File: src/rtl/core/sdh_pkg.sv
package sdh_pkg;

  localparam logic [2:0] ACT_XCHG = 3'd0;
  localparam logic [2:0] ACT_TICK = 3'd1;
  localparam logic [2:0] ACT_INIT = 3'd2;
  localparam logic [2:0] ACT_READ = 3'd3;
  localparam logic [2:0] ACT_WRITE = 3'd4;
  localparam logic [2:0] ACT_CAP = 3'd5;

  localparam logic [2:0] REG_INIT_TO = 3'd0;
  localparam logic [2:0] REG_READY_TO = 3'd1;
  localparam logic [2:0] REG_TOKEN_TO = 3'd2;
  localparam logic [2:0] REG_RST_TRIES = 3'd3;
  localparam logic [2:0] REG_POLL_BYTES = 3'd4;
  localparam logic [2:0] REG_WAKE_BYTES = 3'd5;

  localparam logic [5:0] CMD_GO_IDLE = 6'd0;
  localparam logic [5:0] CMD_IF_COND = 6'd8;
  localparam logic [5:0] CMD_SEND_CSD = 6'd9;
  localparam logic [5:0] CMD_STOP = 6'd12;
  localparam logic [5:0] CMD_READ1 = 6'd17;
  localparam logic [5:0] CMD_READN = 6'd18;
  localparam logic [5:0] CMD_WRITE1 = 6'd24;
  localparam logic [5:0] CMD_WRITEN = 6'd25;
  localparam logic [5:0] CMD_SD_OP = 6'd41;
  localparam logic [5:0] CMD_APP = 6'd55;
  localparam logic [5:0] CMD_READ_OCR = 6'd58;

  localparam logic [7:0] TOK_START1 = 8'hFE;
  localparam logic [7:0] TOK_STARTN = 8'hFC;
  localparam logic [7:0] TOK_STOP = 8'hFD;
  localparam logic [7:0] IDLE_BYTE = 8'hFF;
  localparam logic [15:0] CNT_SAT = 16'hFFFF;

  typedef enum logic [1:0] {
    JOB_INIT,
    JOB_READ,
    JOB_WRITE,
    JOB_CAP
  } sdh_job_t;

  typedef struct packed {
    logic [15:0] init_to;
    logic [15:0] ready_to;
    logic [15:0] token_to;
    logic [3:0]  rst_tries;
    logic [3:0]  poll_bytes;
    logic [5:0]  wake_bytes;
  } sdh_cfg_t;

  typedef struct packed {
    logic [31:0] sector_total;
    logic [1:0]  card_kind;
    logic        fail;
    logic        done_res;
    logic        busy_res;
    logic        read_valid;
    logic [7:0]  read_data;
    logic        need_write_data;
    logic        fast_clock;
    logic        select_active;
    logic        exchange_next;
    logic [7:0]  mosi_byte;
  } sdh_res_t;

endpackage

File: src/rtl/core/sdh_core.sv
module sdh_core (
  input  logic              clk,
  input  logic              rst_n,
  input  logic              step,
  input  logic [2:0]        action,
  input  logic [7:0]        miso_byte,
  input  logic [31:0]       sector,
  input  logic [31:0]       block_count,
  input  logic [7:0]        write_byte,
  input  sdh_pkg::sdh_cfg_t cfg,
  output sdh_pkg::sdh_res_t res
);
  import sdh_pkg::*;

  typedef enum logic [4:0] {
    P_IDLE, P_WAKE, P_C_DESEL, P_C_WAIT, P_C_FRAME, P_C_SKIP, P_C_POLL,
    P_I_R7, P_I_OCR, P_R_TOKEN, P_R_DATA, P_R_CRC,
    P_W_READY, P_W_TOKEN, P_W_DATA, P_W_CRC, P_W_RESP, P_W_BUSY,
    P_W_STOPFF, P_W_STOPWAIT, P_FINAL
  } phase_t;

  phase_t      ph_r, ph_nxt;
  logic [1:0]  kind_r, kind_nxt, ik_r, ik_nxt;
  logic [9:0]  bi_r, bi_nxt;
  logic [31:0] bl_r, bl_nxt, rw_r, rw_nxt, arg_r, arg_nxt;
  logic [15:0] el_r, el_nxt, loop_r, loop_nxt;
  logic [3:0]  rc_r, rc_nxt;
  logic [5:0]  cmd_r, cmd_nxt;
  sdh_job_t    job_r, job_nxt;
  logic [7:0]  tok_r, tok_nxt, pm_r, pm_nxt;
  logic        ff_r, ff_nxt, multi_r, multi_nxt;
  logic        px_r, px_nxt, psel_r, psel_nxt, pneed_r, pneed_nxt;
  logic [7:0]  csd_r [16];
  logic        csd_we;

  logic        st_cmd, fin, cdone, rend, rend_ok, send, send_ok, strecv, stsend;
  logic [5:0]  st_idx;
  logic [31:0] st_arg, addr;
  logic [7:0]  stsend_tok, fbyte;
  logic [7:0]  ev_rdata;
  logic [31:0] ev_total;
  logic        ev_rvalid, ev_done;
  logic [4:0]  csd_n;
  logic [11:0] csd_cs1;
  logic [21:0] csd_cs2;
  logic [32:0] cap_v2;
  logic [31:0] cap_v1;

  function automatic logic expired(input logic [15:0] t, input logic [15:0] lim);
    return (t > lim) || (t == CNT_SAT);
  endfunction

  always_comb begin
    case (bi_r)
      10'd0:   fbyte = {2'b01, cmd_r};
      10'd1:   fbyte = arg_r[31:24];
      10'd2:   fbyte = arg_r[23:16];
      10'd3:   fbyte = arg_r[15:8];
      10'd4:   fbyte = arg_r[7:0];
      default: fbyte = (cmd_r == CMD_GO_IDLE) ? 8'h95 :
                       ((cmd_r == CMD_IF_COND) ? 8'h87 : 8'h01);
    endcase
  end

  // frame byte for index after increment
  logic [7:0] fbyte_nx;
  always_comb begin
    case (bi_r + 10'd1)
      10'd1:   fbyte_nx = arg_r[31:24];
      10'd2:   fbyte_nx = arg_r[23:16];
      10'd3:   fbyte_nx = arg_r[15:8];
      10'd4:   fbyte_nx = arg_r[7:0];
      default: fbyte_nx = (cmd_r == CMD_GO_IDLE) ? 8'h95 :
                          ((cmd_r == CMD_IF_COND) ? 8'h87 : 8'h01);
    endcase
  end

  always_comb begin
    csd_n = {1'b0, csd_r[5][3:0]} + {4'd0, csd_r[10][7]} + {2'd0, csd_r[9][1:0], 1'b0} + 5'd2;
    csd_cs1 = {csd_r[6][1:0], csd_r[7], csd_r[8][7:6]};
    csd_cs2 = {csd_r[7][5:0], csd_r[8], csd_r[9]};
    cap_v2 = {1'b0, 10'd0, csd_cs2} + 33'd1;
    cap_v2 = cap_v2 << 10;
    cap_v1 = ({19'd0, csd_cs1} + 32'd1) << (csd_n - 5'd9);
  end

  always_comb begin
    ph_nxt = ph_r; kind_nxt = kind_r; ik_nxt = ik_r; bi_nxt = bi_r; bl_nxt = bl_r;
    rw_nxt = rw_r; arg_nxt = arg_r; el_nxt = el_r; loop_nxt = loop_r; rc_nxt = rc_r;
    cmd_nxt = cmd_r; job_nxt = job_r; tok_nxt = tok_r; pm_nxt = pm_r; ff_nxt = ff_r;
    multi_nxt = multi_r; px_nxt = px_r; psel_nxt = psel_r; pneed_nxt = pneed_r;
    st_cmd = 1'b0; st_idx = CMD_GO_IDLE; st_arg = '0; fin = 1'b0; cdone = 1'b0;
    rend = 1'b0; rend_ok = 1'b0; send = 1'b0; send_ok = 1'b0; strecv = 1'b0;
    stsend = 1'b0; stsend_tok = TOK_START1; csd_we = 1'b0;
    ev_rdata = '0; ev_total = '0; ev_rvalid = 1'b0; ev_done = 1'b0;
    addr = (kind_r == 2'd3) ? sector : {sector[22:0], 9'd0};

    if (action == ACT_TICK) begin
      if (el_r != CNT_SAT) el_nxt = el_r + 16'd1;
      if (loop_r != CNT_SAT) loop_nxt = loop_r + 16'd1;
    end else if (action == ACT_XCHG) begin
      if (ph_r != P_IDLE && px_r) begin
        case (ph_r)
          P_WAKE: begin
            bi_nxt = bi_r + 10'd1;
            if (bi_nxt < {4'd0, cfg.wake_bytes}) begin
              px_nxt = 1'b1; pm_nxt = IDLE_BYTE; psel_nxt = 1'b0; pneed_nxt = 1'b0;
            end else begin
              rc_nxt = '0; st_cmd = 1'b1; st_idx = CMD_GO_IDLE;
            end
          end
          P_C_DESEL: begin
            ph_nxt = P_C_WAIT; el_nxt = '0;
            pm_nxt = IDLE_BYTE; psel_nxt = 1'b1; pneed_nxt = 1'b0;
          end
          P_C_WAIT: begin
            psel_nxt = 1'b1; pneed_nxt = 1'b0;
            if (miso_byte == IDLE_BYTE || expired(el_r, cfg.ready_to)) begin
              ph_nxt = P_C_FRAME; bi_nxt = '0; pm_nxt = {2'b01, cmd_r};
            end else pm_nxt = IDLE_BYTE;
          end
          P_C_FRAME: begin
            bi_nxt = bi_r + 10'd1;
            psel_nxt = 1'b1; pneed_nxt = 1'b0;
            if (bi_nxt < 10'd6) pm_nxt = fbyte_nx;
            else begin
              ph_nxt = (cmd_r == CMD_STOP) ? P_C_SKIP : P_C_POLL;
              bi_nxt = '0; pm_nxt = IDLE_BYTE;
            end
          end
          P_C_SKIP: begin
            ph_nxt = P_C_POLL; bi_nxt = '0;
            pm_nxt = IDLE_BYTE; psel_nxt = 1'b1; pneed_nxt = 1'b0;
          end
          P_C_POLL: begin
            bi_nxt = bi_r + 10'd1;
            if (!miso_byte[7] || bi_nxt >= {6'd0, cfg.poll_bytes}) cdone = 1'b1;
            else begin
              pm_nxt = IDLE_BYTE; psel_nxt = 1'b1; pneed_nxt = 1'b0;
            end
          end
          P_I_R7, P_I_OCR: begin
            rw_nxt = {rw_r[23:0], miso_byte};
            bi_nxt = bi_r + 10'd1;
            if (bi_nxt < 10'd4) begin
              pm_nxt = IDLE_BYTE; psel_nxt = 1'b1; pneed_nxt = 1'b0;
            end else if (ph_r == P_I_OCR) begin
              if (rw_nxt[30]) ik_nxt = 2'd3;
              fin = 1'b1;
            end else if (rw_nxt[15:0] == 16'h01AA) begin
              ik_nxt = 2'd2; loop_nxt = '0; st_cmd = 1'b1; st_idx = CMD_APP;
            end else begin
              ik_nxt = 2'd0; fin = 1'b1;
            end
          end
          P_R_TOKEN: begin
            if (expired(el_r, cfg.token_to)) rend = 1'b1;
            else if (miso_byte == IDLE_BYTE) begin
              pm_nxt = IDLE_BYTE; psel_nxt = 1'b1; pneed_nxt = 1'b0;
            end else if (miso_byte != TOK_START1) rend = 1'b1;
            else begin
              ph_nxt = P_R_DATA; bi_nxt = '0;
              pm_nxt = IDLE_BYTE; psel_nxt = 1'b1; pneed_nxt = 1'b0;
            end
          end
          P_R_DATA: begin
            if (job_r == JOB_CAP) csd_we = 1'b1;
            else begin
              ev_rvalid = 1'b1; ev_rdata = miso_byte;
            end
            bi_nxt = bi_r + 10'd1;
            if ((job_r == JOB_CAP) ? (bi_nxt >= 10'd16) : (bi_nxt >= 10'd512)) begin
              ph_nxt = P_R_CRC; bi_nxt = '0;
            end
            pm_nxt = IDLE_BYTE; psel_nxt = 1'b1; pneed_nxt = 1'b0;
          end
          P_R_CRC: begin
            bi_nxt = bi_r + 10'd1;
            if (bi_nxt < 10'd2) begin
              pm_nxt = IDLE_BYTE; psel_nxt = 1'b1; pneed_nxt = 1'b0;
            end else begin
              rend = 1'b1; rend_ok = 1'b1;
            end
          end
          P_W_READY: begin
            if (miso_byte == IDLE_BYTE) begin
              ph_nxt = P_W_TOKEN; pm_nxt = tok_r; psel_nxt = 1'b1;
              pneed_nxt = (tok_r != TOK_STOP);
            end else if (expired(el_r, cfg.ready_to)) send = 1'b1;
            else begin
              pm_nxt = IDLE_BYTE; psel_nxt = 1'b1; pneed_nxt = 1'b0;
            end
          end
          P_W_TOKEN: begin
            psel_nxt = 1'b1;
            if (tok_r == TOK_STOP) begin
              ph_nxt = P_W_STOPFF; pm_nxt = IDLE_BYTE; pneed_nxt = 1'b0;
            end else begin
              ph_nxt = P_W_DATA; bi_nxt = '0; pm_nxt = write_byte; pneed_nxt = 1'b1;
            end
          end
          P_W_DATA: begin
            bi_nxt = bi_r + 10'd1;
            psel_nxt = 1'b1;
            if (bi_nxt < 10'd512) begin
              pm_nxt = write_byte; pneed_nxt = (bi_nxt < 10'd511);
            end else begin
              ph_nxt = P_W_CRC; bi_nxt = '0; pm_nxt = IDLE_BYTE; pneed_nxt = 1'b0;
            end
          end
          P_W_CRC: begin
            bi_nxt = bi_r + 10'd1;
            if (bi_nxt >= 10'd2) ph_nxt = P_W_RESP;
            pm_nxt = IDLE_BYTE; psel_nxt = 1'b1; pneed_nxt = 1'b0;
          end
          P_W_RESP: begin
            if (miso_byte[4:0] != 5'h05) send = 1'b1;
            else begin
              ph_nxt = P_W_BUSY; el_nxt = '0;
              pm_nxt = IDLE_BYTE; psel_nxt = 1'b1; pneed_nxt = 1'b0;
            end
          end
          P_W_BUSY: begin
            if (miso_byte == IDLE_BYTE) begin
              send = 1'b1; send_ok = 1'b1;
            end else if (expired(el_r, cfg.ready_to)) send = 1'b1;
            else begin
              pm_nxt = IDLE_BYTE; psel_nxt = 1'b1; pneed_nxt = 1'b0;
            end
          end
          P_W_STOPFF: begin
            ph_nxt = P_W_STOPWAIT; el_nxt = '0;
            pm_nxt = IDLE_BYTE; psel_nxt = 1'b1; pneed_nxt = 1'b0;
          end
          P_W_STOPWAIT: begin
            if (miso_byte == IDLE_BYTE || expired(el_r, cfg.ready_to)) begin
              send = 1'b1; send_ok = 1'b1;
            end else begin
              pm_nxt = IDLE_BYTE; psel_nxt = 1'b1; pneed_nxt = 1'b0;
            end
          end
          default: begin
            ph_nxt = P_IDLE; px_nxt = 1'b0; pm_nxt = IDLE_BYTE;
            psel_nxt = 1'b0; pneed_nxt = 1'b0; ev_done = 1'b1;
            if (job_r == JOB_INIT) begin
              kind_nxt = ik_r; ff_nxt = (ik_r == 2'd0);
            end
            if (job_r == JOB_CAP && !ff_r) ev_total = rw_r;
          end
        endcase
      end
    end else if (action <= ACT_CAP && ph_r == P_IDLE) begin
      ff_nxt = 1'b0;
      if (action == ACT_INIT) begin
        job_nxt = JOB_INIT; kind_nxt = '0; ik_nxt = '0; ph_nxt = P_WAKE; bi_nxt = '0;
        px_nxt = 1'b1; pm_nxt = IDLE_BYTE; psel_nxt = 1'b0; pneed_nxt = 1'b0;
      end else if (kind_r == 2'd0 || (action != ACT_CAP && block_count == '0)) begin
        ff_nxt = 1'b1; ev_done = 1'b1;
      end else if (action == ACT_CAP) begin
        job_nxt = JOB_CAP; rw_nxt = '0; st_cmd = 1'b1; st_idx = CMD_SEND_CSD;
      end else begin
        bl_nxt = block_count; multi_nxt = (block_count != 32'd1);
        st_cmd = 1'b1; st_arg = addr;
        if (action == ACT_READ) begin
          job_nxt = JOB_READ; st_idx = multi_nxt ? CMD_READN : CMD_READ1;
        end else begin
          job_nxt = JOB_WRITE; st_idx = multi_nxt ? CMD_WRITEN : CMD_WRITE1;
        end
      end
    end

    if (cdone) begin
      case (cmd_r)
        CMD_GO_IDLE: begin
          if (miso_byte == 8'h01) begin
            st_cmd = 1'b1; st_idx = CMD_IF_COND; st_arg = 32'h1AA;
          end else begin
            rc_nxt = rc_r + 4'd1;
            if (rc_nxt < cfg.rst_tries) begin
              st_cmd = 1'b1; st_idx = CMD_GO_IDLE;
            end else fin = 1'b1;
          end
        end
        CMD_IF_COND: begin
          if (miso_byte == 8'h01) begin
            ph_nxt = P_I_R7; bi_nxt = '0; rw_nxt = '0;
            pm_nxt = IDLE_BYTE; psel_nxt = 1'b1; pneed_nxt = 1'b0;
          end else begin
            ik_nxt = 2'd1; loop_nxt = '0; st_cmd = 1'b1; st_idx = CMD_APP;
          end
        end
        CMD_APP: begin
          st_cmd = 1'b1; st_idx = CMD_SD_OP;
          st_arg = (ik_r == 2'd2) ? 32'h4000_0000 : 32'd0;
        end
        CMD_SD_OP: begin
          if (expired(loop_r, cfg.init_to)) begin
            ik_nxt = '0; fin = 1'b1;
          end else if (miso_byte == 8'h01) begin
            st_cmd = 1'b1; st_idx = CMD_APP;
          end else if (ik_r == 2'd2 && miso_byte == 8'h00) begin
            st_cmd = 1'b1; st_idx = CMD_READ_OCR;
          end else fin = 1'b1;
        end
        CMD_READ_OCR: begin
          ph_nxt = P_I_OCR; bi_nxt = '0; rw_nxt = '0;
          pm_nxt = IDLE_BYTE; psel_nxt = 1'b1; pneed_nxt = 1'b0;
        end
        CMD_SEND_CSD, CMD_READ1, CMD_READN: begin
          if (miso_byte == 8'h00) strecv = 1'b1;
          else begin
            ff_nxt = 1'b1; fin = 1'b1;
          end
        end
        CMD_WRITE1, CMD_WRITEN: begin
          if (miso_byte == 8'h00) begin
            stsend = 1'b1; stsend_tok = multi_r ? TOK_STARTN : TOK_START1;
          end else begin
            ff_nxt = 1'b1; fin = 1'b1;
          end
        end
        default: fin = 1'b1;
      endcase
    end

    if (send) begin
      if (tok_r == TOK_STOP) fin = 1'b1;
      else if (!send_ok) begin
        ff_nxt = 1'b1;
        if (multi_r) begin
          stsend = 1'b1; stsend_tok = TOK_STOP;
        end else fin = 1'b1;
      end else if (!multi_r) fin = 1'b1;
      else begin
        bl_nxt = bl_r - 32'd1;
        stsend = 1'b1; stsend_tok = (bl_nxt != '0) ? TOK_STARTN : TOK_STOP;
      end
    end

    if (rend) begin
      if (job_r == JOB_CAP) begin
        if (rend_ok) begin
          if (csd_r[0][7:6] == 2'b01) rw_nxt = cap_v2[31:0];
          else if (csd_n < 5'd9) begin
            ff_nxt = 1'b1; rw_nxt = '0;
          end else rw_nxt = cap_v1;
        end else ff_nxt = 1'b1;
        fin = 1'b1;
      end else begin
        if (!rend_ok) ff_nxt = 1'b1;
        else bl_nxt = bl_r - 32'd1;
        if (rend_ok && bl_nxt != '0) strecv = 1'b1;
        else if (multi_r) begin
          st_cmd = 1'b1; st_idx = CMD_STOP;
        end else fin = 1'b1;
      end
    end

    if (strecv) begin
      ph_nxt = P_R_TOKEN; el_nxt = '0; bi_nxt = '0;
      px_nxt = 1'b1; pm_nxt = IDLE_BYTE; psel_nxt = 1'b1; pneed_nxt = 1'b0;
    end
    if (stsend) begin
      tok_nxt = stsend_tok; ph_nxt = P_W_READY; el_nxt = '0;
      px_nxt = 1'b1; pm_nxt = IDLE_BYTE; psel_nxt = 1'b1; pneed_nxt = 1'b0;
    end
    if (st_cmd) begin
      cmd_nxt = st_idx; arg_nxt = st_arg; ph_nxt = P_C_DESEL;
      px_nxt = 1'b1; pm_nxt = IDLE_BYTE; psel_nxt = 1'b0; pneed_nxt = 1'b0;
    end
    if (fin) begin
      ph_nxt = P_FINAL;
      px_nxt = 1'b1; pm_nxt = IDLE_BYTE; psel_nxt = 1'b0; pneed_nxt = 1'b0;
    end

    res.mosi_byte = px_nxt ? pm_nxt : IDLE_BYTE;
    res.exchange_next = px_nxt;
    res.select_active = px_nxt && psel_nxt;
    res.fast_clock = (kind_nxt != 2'd0);
    res.need_write_data = px_nxt && pneed_nxt;
    res.read_data = ev_rdata;
    res.read_valid = ev_rvalid;
    res.busy_res = (ph_nxt != P_IDLE);
    res.done_res = ev_done;
    res.fail = ev_done && ff_nxt;
    res.card_kind = kind_nxt;
    res.sector_total = ev_total;
  end

  always_ff @(posedge clk) begin
    if (step && csd_we) csd_r[bi_r[3:0]] <= miso_byte;
    if (!rst_n) begin
      ph_r <= P_IDLE; kind_r <= '0; ik_r <= '0; bi_r <= '0; bl_r <= '0; rw_r <= '0;
      arg_r <= '0; el_r <= '0; loop_r <= '0; rc_r <= '0; cmd_r <= '0; job_r <= JOB_INIT;
      tok_r <= '0; pm_r <= IDLE_BYTE; ff_r <= 1'b0; multi_r <= 1'b0;
      px_r <= 1'b0; psel_r <= 1'b0; pneed_r <= 1'b0;
    end else if (step) begin
      ph_r <= ph_nxt; kind_r <= kind_nxt; ik_r <= ik_nxt; bi_r <= bi_nxt; bl_r <= bl_nxt;
      rw_r <= rw_nxt; arg_r <= arg_nxt; el_r <= el_nxt; loop_r <= loop_nxt; rc_r <= rc_nxt;
      cmd_r <= cmd_nxt; job_r <= job_nxt; tok_r <= tok_nxt; pm_r <= pm_nxt;
      ff_r <= ff_nxt; multi_r <= multi_nxt;
      px_r <= px_nxt; psel_r <= psel_nxt; pneed_r <= pneed_nxt;
    end
  end

  logic unused_fbyte;
  assign unused_fbyte = ^fbyte;

endmodule

File: src/rtl/core/sd_card_spi_host_engine.sv
// SD card host engine, SPI mode, one byte exchange per input transaction.
// Input stream: in_tuser carries the action (exchange done, 1 ms tick, init,
// read, write, capacity); in_tdata carries the received byte, the sector, the
// block count and the next write byte. Each accepted input transaction gives
// exactly one output transaction: the next byte to shift with its chip select
// and clock choice, any read payload byte, and request status.
// The result is in the output register in the cycle after input acceptance.
// Throughput: one transaction per cycle while the receiver takes each result, set
// by the single state update between the state registers and the output register.
// When the receiver stalls, the output register holds its result and the
// input is still taken in the cycle the result leaves, so no bubble appears.
// Configuration writes (cfg_index 0..5) are always accepted and must be
// issued while the engine is idle.
// Reset (rst_n low, synchronous) returns to idle with no card known, output
// register empty and all timeouts and counts at their default values.
module sd_card_spi_host_engine (
  input  logic        clk,
  input  logic        rst_n,
  input  logic        in_tvalid,
  output logic        in_tready,
  // [7:0] miso_byte, [39:8] sector, [71:40] block_count, [79:72] write_byte
  input  logic [79:0] in_tdata,
  // [2:0] action
  input  logic [2:0]  in_tuser,
  output logic        out_tvalid,
  input  logic        out_tready,
  // [7:0] mosi_byte, [8] exchange_next, [9] select_active, [10] fast_clock,
  // [11] need_write_data, [19:12] read_data, [20] read_valid, [21] busy_res,
  // [22] done_res, [23] fail, [25:24] card_kind, [57:26] sector_total, rest 0
  output logic [63:0] out_tdata,
  input  logic        cfg_valid,
  output logic        cfg_ready,
  input  logic [2:0]  cfg_index,
  input  logic [15:0] cfg_data
);
  import sdh_pkg::*;

  sdh_cfg_t cfg_r;
  sdh_res_t res, res_r;
  logic     out_valid_r, step;

  assign in_tready = !out_valid_r || out_tready;
  assign step = in_tvalid && in_tready;
  assign cfg_ready = 1'b1;

  always_ff @(posedge clk) begin
    if (!rst_n) begin
      cfg_r.init_to <= 16'd1000;
      cfg_r.ready_to <= 16'd500;
      cfg_r.token_to <= 16'd200;
      cfg_r.rst_tries <= 4'd10;
      cfg_r.poll_bytes <= 4'd10;
      cfg_r.wake_bytes <= 6'd10;
    end else if (cfg_valid) begin
      case (cfg_index)
        REG_INIT_TO:    cfg_r.init_to <= cfg_data;
        REG_READY_TO:   cfg_r.ready_to <= cfg_data;
        REG_TOKEN_TO:   cfg_r.token_to <= cfg_data;
        REG_RST_TRIES:  cfg_r.rst_tries <= cfg_data[3:0];
        REG_POLL_BYTES: cfg_r.poll_bytes <= cfg_data[3:0];
        REG_WAKE_BYTES: cfg_r.wake_bytes <= cfg_data[5:0];
        default: ;
      endcase
    end
  end

  sdh_core u_core (
    .clk         (clk),
    .rst_n       (rst_n),
    .step        (step),
    .action      (in_tuser),
    .miso_byte   (in_tdata[7:0]),
    .sector      (in_tdata[39:8]),
    .block_count (in_tdata[71:40]),
    .write_byte  (in_tdata[79:72]),
    .cfg         (cfg_r),
    .res         (res)
  );

  always_ff @(posedge clk) begin
    if (step) res_r <= res;
    if (!rst_n) out_valid_r <= 1'b0;
    else if (step) out_valid_r <= 1'b1;
    else if (out_tready) out_valid_r <= 1'b0;
  end

  assign out_tvalid = out_valid_r;
  assign out_tdata = {6'd0, res_r.sector_total, res_r.card_kind, res_r.fail,
                      res_r.done_res, res_r.busy_res, res_r.read_valid, res_r.read_data,
                      res_r.need_write_data, res_r.fast_clock, res_r.select_active,
                      res_r.exchange_next, res_r.mosi_byte};

endmodule

File: config.mk
export PLATFORM = sky130hd
export DESIGN_NAME = sd_card_spi_host_engine
export DESIGN_NICKNAME = d
export VERILOG_FILES = /design/src/rtl/core/sdh_pkg.sv /design/src/rtl/core/sdh_core.sv /design/src/rtl/core/sd_card_spi_host_engine.sv
export SDC_FILE = /design/constraint.sdc
export NUM_CORES = 1
export LEC_CHECK = 0
export ABC_CLOCK_PERIOD_IN_PS = 5350
export BUFFER_PORTS_ARGS = -buffer_cell sky130_fd_sc_hd__buf_2
export CORE_MARGIN = 4
export CORE_UTILIZATION = 45
export CTS_CLUSTER_DIAMETER = 80
export DETAILED_ROUTE_END_ITERATION = 10
export GPL_TIMING_DRIVEN = 0
export PLACE_DENSITY = 0.62
export SLEW_MARGIN = 20
export SYNTH_ARGS = -nofsm -noshare
export SYNTH_HDL_FRONTEND = slang
export SYNTH_SLANG_ARGS = --single-unit
File: constraint.sdc
create_clock -name clk -period 5.35 [get_ports clk]
set_clock_uncertainty 0.1 [all_clocks]
set_input_delay 1.07 -clock clk [delete_from_list [all_inputs] [get_ports clk]]
set_output_delay 1.07 -clock clk [all_outputs]
set_load 0.01 [all_outputs]
## Yosys cells after proc, flatten, opt, wreduce, memory -nomap -nowiden

Memory sizes are Yosys's and may differ from the RTL's.
Index checks and enable logic that the tools add are counted.

- $add $sub $neg: 11
- Magnitude comparators: 16
- Equality and inequality tests: 62
- Shift-type cells: 1
- Multiplexer cells: 391
- Bitwise gates (word level): 8
- Reduce and logical (&&, ||, !) cells: 64

Operators with widths:

| operator | number |
|---|---|
| 2-to-1 mux 32 bit | 39 |
| 2-to-1 mux 8 bit | 37 |
| 2-to-1 mux 16 bit | 18 |
| 2-to-1 mux 1 bit | 177 |
| 2-to-1 mux 10 bit | 16 |
| 2-to-1 mux 6 bit | 23 |
| one-hot mux 32 bit (2 select lines) | 2 |
| 2-to-1 mux 5 bit | 22 |
| one-hot mux 8 bit (13 select lines) | 1 |
| one-hot mux 10 bit (8 select lines) | 1 |
| one-hot mux 5 bit (13 select lines) | 1 |
| nonzero test 32 bit | 2 |
| 2-to-1 mux 2 bit | 27 |
| greater-than comparator 16 bit | 3 |
| equality test 5 x 4 -> 1 bit (second input constant) | 8 |
| adder 16 x 1 -> 16 bit (second input constant) | 2 |
| equality test 16 bit (second input constant) | 2 |
| logical NOT 32 bit | 1 |
| 2-to-1 mux 4 bit | 8 |
| != test 16 bit (second input constant) | 2 |
| != test 32 x 1 -> 1 bit (second input constant) | 1 |
| one-hot mux 16 bit (2 select lines) | 1 |
| one-hot mux 8 bit (4 select lines) | 1 |
| << shifter 32 x 5 -> 32 bit | 1 |
| 81 further kinds | 157 |

- Bits in registers: 301
- Memory bits (writable): 128
- Bits of input ports: 107
- Output and inout port bits: 67
- Logic and storage cells: 592
- Memories kept: 1

Memory list:

| name | depth | bits a word | rd ports | clocked after memory_dff | write ports | RTL line | source |
|---|---|---|---|---|---|---|---|
| u_core.csd_r | 16 | 8 | 7 | 0 | 1 | sdh_core.sv:33 | `logic [7:0] csd_r [16];` |

## Logic depth before layout (Yosys ltp)

Gate-level depths: netlist of run 1.

- Depth in word-level cells: 25
- Depth in mapped cells: 17

## Hierarchy

From an unflattened synthesis of run 1, not the netlist that was laid out.

- Cell total of the unflattened synthesis: 2733
- Area, all modules: 22028.6 sq um

Modules (own cells, without submodules):

| module | instances | cells each | area each (sq um) | sequential area each (sq um) |
|---|---|---|---|---|
| sdh_core | 1 | 2429 | 17782.1 | 4494.3 |
| sd_card_spi_host_engine | 1 | 304 | 4246.6 | 3002.9 |

## Least setup slack after synthesis of run 1

No wires, ideal clock.

- Kind: input port to flip-flop
- Start: in in_tuser[1]
- End: reg res_r (netlist bit out_tdata[3]) (data pin)
- Data arrival time: 4068 ps
- Required time: 4982 ps
- Slack: 914 ps
- Stages on the path: 11
- Buffers on the path: 2
- Path through: clkbuf_1 -> or4b_2 -> a21o_1 -> o41ai_2 -> nor2_1 -> a22oi_1 -> nand4_1 -> buf_2 -> a211oi_2 -> and2b_1 -> o21ai_0

- Longest elaborated chain between the ends: 24
- Elaborated cells on any way between the ends: 95
- Classes of those cells: 1 x order compare; 4 x eq/ne; 84 x mux; 6 x reduce/logical

Ends and longest elaborated chain:

| element | RTL line | source |
|---|---|---|
| start: declaration | sd_card_spi_host_engine.sv:24 | `input logic [2:0] in_tuser,` |
| != test 3 bit | sdh_core.sv:257 | `end else if (kind_r == 2'd0 \|\| (action != ACT_CAP && block_count == '0)) begin` |
| logical AND 1 bit | sdh_core.sv:257 |  |
| logical OR 1 bit | sdh_core.sv:257 |  |
| 2-to-1 mux 32 bit | sdh_core.sv:257 |  |
| 2-to-1 mux 32 bit | sdh_core.sv:254 | `if (action == ACT_INIT) begin` |
| 2-to-1 mux 32 bit | sdh_core.sv:252 | `end else if (action <= ACT_CAP && ph_r == P_IDLE) begin` |
| 2-to-1 mux 32 bit | sdh_core.sv:101 | `end else if (action == ACT_XCHG) begin` |
| 2-to-1 mux 32 bit | sdh_core.sv:98 | `if (action == ACT_TICK) begin` |
| [8 not listed] | -- |  |
| logical AND 1 bit | sdh_core.sv:352 | `if (rend_ok && bl_nxt != '0) strecv = 1'b1;` |
| 2-to-1 mux 1 bit | sdh_core.sv:352 |  |
| 2-to-1 mux 1 bit | sdh_core.sv:341 | `if (job_r == JOB_CAP) begin` |
| 2-to-1 mux 1 bit | sdh_core.sv:340 | `if (rend) begin` |
| 2-to-1 mux 8 bit or 2-to-1 mux 1 bit (tied branches) | sdh_core.sv:359 | `if (strecv) begin` |
| 2-to-1 mux 8 bit or 2-to-1 mux 1 bit (tied branches) | sdh_core.sv:363 | `if (stsend) begin` |
| 2-to-1 mux 8 bit or 2-to-1 mux 1 bit (tied branches) | sdh_core.sv:367 | `if (st_cmd) begin` |
| 2-to-1 mux 8 bit or 2-to-1 mux 1 bit (tied branches) | sdh_core.sv:371 | `if (fin) begin` |
| end signal: assignment | sd_card_spi_host_engine.sv:81 | `if (step) res_r <= res;` |
| end: declaration | sd_card_spi_host_engine.sv:39 | `sdh_res_t res, res_r;` |

Several ways; a longest one is shown, not always the timed one. The select of a mux whose other input is x is not followed.
A chain may end at the register's enable or synchronous reset.

==> results.toml, run 1 <==
[drt]
wl_per_cell_um = 26.0
wl_mm = 93.4
drt-initial-drc-count = 2539
viasPerCell = 6.45
drcViolationCount = 0
first_pass_iters = 7
vias = 23100
drtAntennaViolNets = 0

[clock_network]
worstSkewPairLatency_ps = 580
cts_hold_buf = 0
cts-buffers-inserted = 40
cts_buffer_depth = 3
clock-root-buffer = "clkbuf_16"
ctsHtreeMaxLevel = 2
cts_tree = "yes"
post-cts-setup-buffers = 0
cts_sinks = 329
cts.clk_slew.worst_paths_ps = 60

[place]
finalWeightedCongestion = 1.03
io_buffers = 165
hpwl_mm = 72.7
place_area_um2 = 23300
dp_slack_ps = -941

[final_layout]
fin_nets = 3130
fillers = 4661
final_cell_area_um2 = 24700
seq_area_um2 = 7500
drive_gt1_frac = 0.122
antenna_cells = 0
final_util = 0.520
multiInputGateArea_um2 = 13100
syn_to_final_growth_pct = 14.5

[logic_synthesis]
ys.flop_type = "dfxtp_1"
ys_ff_latch = 329
avgSynthCellArea_um2 = 7.91
synth-edff-count = 91
synth_cells = 2728
synth-warning-count = 0
synth-async-reset-ratio = 0
syn-cell-area_um2 = 21600
ys_seq_area_frac = 0.347
synth_cell_types = 87

[worst_setup_path]
crit_type = "input port to flop"
cp.required_ps = 5530
cp.arrival_ps = 5450
startpoint = "in_tuser[1]"
start_kind = "input port"
timing.rr.start = "u_core.ph_r[2]"
worst_setup_path_end_kind = "flop"
path_max_fanout = 10
max_stage_delay_ps = 860
crit_slowest_cell = "or4b_2"
path_cells = "buf_2, clkbuf_1, or4b_2, a21o_1, clkbuf_1, a211o_1, o41ai_4, nor4_1, o32a_1, nand4_1, buf_2, o211ai_1, a21oi_1"

[worst_hold_path]
hold_path_class = "flop to flop"
min_from = "cfg_r[26]"

[floorplan]
start_util = 0.454
ios = 174
dieHeight_um = 227
fp.coreArea_um2 = 47500
die-area_um2 = 51600
die_x_um = 227
rows = 80

[global_routing]
grt_usage = 0.349
met1_usage = 0.481
grt_max_degree = 51
use_met3 = 0.0681
grt-ovfl-total = 0
grt_pass1_wl_mm = 137
use_met2 = 0.545
antenna_found_initial = 2
busiest_layer = "met2"
grt_pass1_vias = 21500

[power_and_ir_drop]
power_uw = 6260
peakVddDrop_mv = 0.276
power.leakage_uw = 0.00941
power.density_nw_per_um2 = 253

[outcome]
outcome = "completed"

[sta]
setup_ws_ps = 79.3
min_period_over_period = 0.985
fin_crit_ps = 5270
fmax_mhz = 190
slew_violations = 0
relSlewSlack = 0.213
tightest_slew_ps = 1180
rsz0062_at_grt = "no"
tns_ps = 0
hold_viol = 0
setup_viol = 0

[job]
drv_cap = 0
==> logic make-up (layout without fill, tap and decap cells) <==
group | Yosys count | in the layout | share of synthesized area
AO/OA/AOI/OAI | 779 | 779 | 0.241
XOR/XNOR | 55 | 55 | 0.0223
adder cells (fa/ha/maj) | 84 | 84 | 0.0489
buffers and inverters | 286 | 524 | 0.0527
flip-flops | 329 | 329 | 0.347
multiplexers | 74 | 74 | 0.0348
other | 2 | 7 | 0.000348
AND/OR/NAND/NOR | 1119 | 1119 | 0.253
==> critical path: cells and delay by family <==
family / cells / cell delay, ps
buf+inv: 4 / 940
compound gates: 6 / 2270
simple gates: 3 / 1140
==> cell type report <==
cell class | instances | area share
Clock inverter | 21 | 0.00749
Timing Repair Buffer | 167 | 0.0348
Multi-Input combinational cell | 2118 | 0.531
Buffer | 173 | 0.0293
Clock buffer | 52 | 0.0461
Inverter | 111 | 0.0169
Sequential cell | 329 | 0.303
Tap cell | 615 | 0.0311
==> power breakdown <==
group | internal, uW | switching, uW
Combinational | 260 | 605
Sequential | 2610 | 42.9
Clock | 1570 | 1170
==> Yosys cell counts, drive strengths merged, types with 27 or more instances <==
cell,count,share of area
a21oi,231,0.054
nand2,307,0.053
a31oi,37,0.011
nor2,278,0.048
xnor2,34,0.014
and3,27,0.0078
nand4,41,0.012
o22ai,27,0.0078
nor4,43,0.012
buf,31,0.0084
a22oi,30,0.010
o41ai,28,0.019
edfxtp,91,0.13
o21ai,181,0.042
inv,108,0.019
clkbuf,144,0.025
nor3,89,0.021
o211ai,36,0.013
a211oi,33,0.012
nand3,117,0.027
and2,65,0.019
dfxtp,238,0.22
ha,82,0.048
mux2i,65,0.030
==> per-layer routing <==
metal,routed length [um],up-vias
met1,40100,11200
met3,8090,232
met5,23,-
li1,-,10500
met4,4160,4
met2,41000,1185
==> state kept, by name, indices dropped and copies added (netlist names), 2 cells and up <==
signal / count
u_core.bi_r: 10
u_core.tok_r: 3
u_core.rc_r: 4
cfg_r: 62
u_core.cmd_r: 6
u_core.el_r: 16
u_core.csd_r: 33
u_core.job_r: 2
out_tdata: 58
u_core.ph_r: 5
u_core.loop_r: 16
u_core.arg_r: 32
u_core.pm_r: 8
u_core.bl_r: 32
u_core.ik_r: 2
u_core.rw_r: 32
u_core.kind_r: 2
==> placed cells by master, fill, tap and decap left out, drive strengths merged, types with 33 or more instances in the layout <==
master	instances
and2	65
clkbuf	195
nand3	117
nor3	89
nor2	278
o211ai	36
inv	112
edfxtp	91
nand2	307
a211oi	33
a21oi	231
a31oi	37
mux2i	65
dfxtp	238
nand4	41
buf	197
ha	82
xnor2	34
o21ai	181
nor4	43
==> metrics by stage <==
step | hold WS [ps] | std cells
after global routing | 366 | 3586
after global placement | 343 | 3513
after floorplan | 319 | 2733
after CTS | 355 | 3587
final | 353 | 3586
after detailed placement | 347 | 3515
==> worst paths after layout <==
check | endpoint | slack, ps | cells after the start
min reg2reg | cfg_r[26] | 350 | 2
max reg2reg | out_tdata[9] | 100 | 11
min | cfg_r[26] | 350 | 2
max | out_tdata[9] | 80 | 13
==> repair_timing <==
action                                  4_1_cts  5_1_grt
resized for setup                             9       12
pin swaps                                     0        1
endpoints found under the setup margin       52       37
gates cloned                                  0        0
Note: power is estimated with default switching activity, not from simulation.
==> inputs of run 2 (changes only) <==
--- a/config.mk
+++ b/config.mk
@@ -5,14 +5,14 @@
 export SDC_FILE = /design/constraint.sdc
 export NUM_CORES = 1
 export LEC_CHECK = 0
-export ABC_CLOCK_PERIOD_IN_PS = 5350
+export ABC_CLOCK_PERIOD_IN_PS = 4600
 export BUFFER_PORTS_ARGS = -buffer_cell sky130_fd_sc_hd__buf_2
 export CORE_MARGIN = 4
 export CORE_UTILIZATION = 45
 export CTS_CLUSTER_DIAMETER = 80
 export DETAILED_ROUTE_END_ITERATION = 10
 export GPL_TIMING_DRIVEN = 0
-export PLACE_DENSITY = 0.62
+export PLACE_DENSITY = 0.64
 export SLEW_MARGIN = 20
 export SYNTH_ARGS = -nofsm -noshare
 export SYNTH_HDL_FRONTEND = slang
==> constraint.sdc (replaced) <==
create_clock -name clk -period 4.6 [get_ports clk]
set_clock_uncertainty 0.1 [all_clocks]
set_input_delay 0.46 -clock clk [delete_from_list [all_inputs] [get_ports clk]]
set_output_delay 0.46 -clock clk [all_outputs]
set_load 0.01 [all_outputs]
==> results.toml, run 2 (synthesized netlist as in run 1, its figures left out) <==
[outcome]
outcome = "completed"

[final_layout]
fin_nets = 3146
mostFrequentLayoutCell = "nand2_1"
largest_reg_flops = 62
mostFrequentLayoutCells = "306 x nand2_1, 272 x nor2_1, 236 x dfxtp_1, 227 x a21oi_1, 176 x o21ai_0"
antenna_cells = 0
syn_to_final_growth_pct = 16.2
top_register = "cfg_r"
final_cell_area_um2 = 25100
drive_gt1_frac = 0.138
fillers = 4568

[sta]
slew_violations = 0
relSlewSlack = 0.218
min_period_over_period = 1.00
fin_crit_ps = 4600
tightest_slew_ps = 1160
hold_viol = 0
tns_ps = 0
fmax_mhz = 217
setup_viol = 0

[global_routing]
grt-ovfl-total = 0
antenna_found_initial = 3
grt_pass1_vias = 21800
grt_pass1_wl_mm = 139
grt_usage = 0.354
grt_max_degree = 51

[place]
io_buffers = 165
hpwl_mm = 73.5
finalWeightedCongestion = 1.04
place_area_um2 = 23300

[drt]
drcViolationCount = 0
wl_mm = 94.5
drtAntennaViolNets = 0
vias = 23400
first_pass_iters = 9
viasPerCell = 6.50
wl_per_cell_um = 26.2
drt-initial-drc-count = 2735

[worst_setup_path]
worst-r2r-cell-count = 13
cp.arrival_ps = 4890
worst_setup_path_end_kind = "flop"
cp.required_ps = 4890
crit_type = "flop to flop"
r2r_slack_ps = 1
start_kind = "flop"
timing.rr.start = "u_core.bl_r[0]"
r2r-end = "u_core.ph_r[1]"
path_max_fanout = 10

[clock_network]
cts.clk_slew.worst_paths_ps = 60
cts_sinks = 329
clock-root-buffer = "clkbuf_16"
cts-buffers-inserted = 41
cts_tree = "yes"
cts_buffer_depth = 3
ctsHtreeMaxLevel = 2
worstSkewPairLatency_ps = 580

[floorplan]
rows = 80
die-area_um2 = 51600
die_x_um = 227
fp.coreArea_um2 = 47500
start_util = 0.454
dieHeight_um = 227
ios = 174

[worst_hold_path]
holdPathEnd = "out_tvalid"
min_from = "in_tvalid"
min_delay_path_depth = 3
hold_path_class = "input port to flop"

[power_and_ir_drop]
peakVddDrop_mv = 0.262
power.density_nw_per_um2 = 293
power.leakage_uw = 0.00958

[job]
drv_cap = 0
run 2: cell types whose count changed in the layout (fill, tap and decap cells not counted), moves of 3 or more:
| cell | previous run | this run |
|---|---|---|
| buf_4 | 8 | 25 |
| clkbuf_1 | 142 | 137 |
| clkinvlp_4 | 7 | 3 |
| nor2_1 | 276 | 272 |
| a31oi_1 | 36 | 33 |
| a31oi_2 | 0 | 3 |
| clkinv_2 | 3 | 6 |
| nand3_1 | 117 | 114 |
| nand3_2 | 0 | 3 |
| nor2_2 | 2 | 5 |
| nor3_1 | 85 | 82 |
run 2: stage by stage:
stage          hold slack [ps]  power, uW   util  setup WS [ps]  std cells
6_report                  43.4       7360  0.528           1.32       3603
5_1_grt                   42.0       7570  0.528           -117       3603
4_1_cts                   17.3       7330  0.523           8.30       3598
3_5_place_dp               347       4110  0.490          -1340       3515
3_3_place_gp               337       4100  0.488          -1610       3513
2_1_floorplan              319       3700      -            427       2733
run 2: routing by layer:
metal  GRT usage  vias up  routed length, um
met5           0        -                 18
met4       0.144        2               4430
met3      0.0676      242               8770
met2       0.553     1361              41600
met1       0.484    11300              39700
li1            -    10500                  -
run 2: power breakdown:
part	total (uW)	internal [uW]	leakage (uW)	switching (uW)
logic	1040	320	0.00615	718
clock network	3230	1890	0.000649	1340
registers	3090	3040	0.00278	49.4
run 2: how the worst max path moves through the flow:
| stage | from | to | slack (ps) | cells after the start |
|---|---|---|---|---|
| 3_5_place_dp | u_core.bi_r[0] | u_core.el_r[13] | -1340 | 16 |
| 5_1_grt | u_core.bl_r[0] | u_core.ph_r[2] | -120 | 13 |
| 2_1_floorplan | u_core.bi_r[0] | u_core.el_r[10] | 430 | 16 |
| 6_report | u_core.bl_r[0] | u_core.ph_r[1] | 1 | 13 |
| 3_3_place_gp | out_tready | out_tdata[25] | -1610 | 7 |
| 4_1_cts | u_core.ph_r[2] | out_tdata[21] | 8 | 12 |
run 2: cell type report:
class / instances / area (um^2) / share of cell area
multi-input combinational: 2118 / 13300 / 0.532
sequential: 329 / 7500 / 0.299
clock buffer: 54 / 1160 / 0.0461
timing repair buffer: 184 / 986 / 0.0393
tap: 615 / 769 / 0.0307
buffer: 171 / 738 / 0.0294
inverter: 111 / 417 / 0.0166
clock inverter: 21 / 175 / 0.00698
run 2: repair_timing:
action	4_1_cts	5_1_grt
gates resized for setup	42	47
endpoints found under the setup margin	172	121
buffers inserted	9	8
pin swaps	4	7
hold buffers	0	0
run 2: critical path, stage by stage (launching register included):
cell,delay [ps]
dfxtp_1,430
inv_1,110
ha_2,240
or4b_2,670
nor4_1,400
xnor2_1,210
and4_4,280
and4_1,250
and4_1,210
o32a_1,240
nand4_1,170
buf_6,200
o311ai_0,670
a221oi_1,220
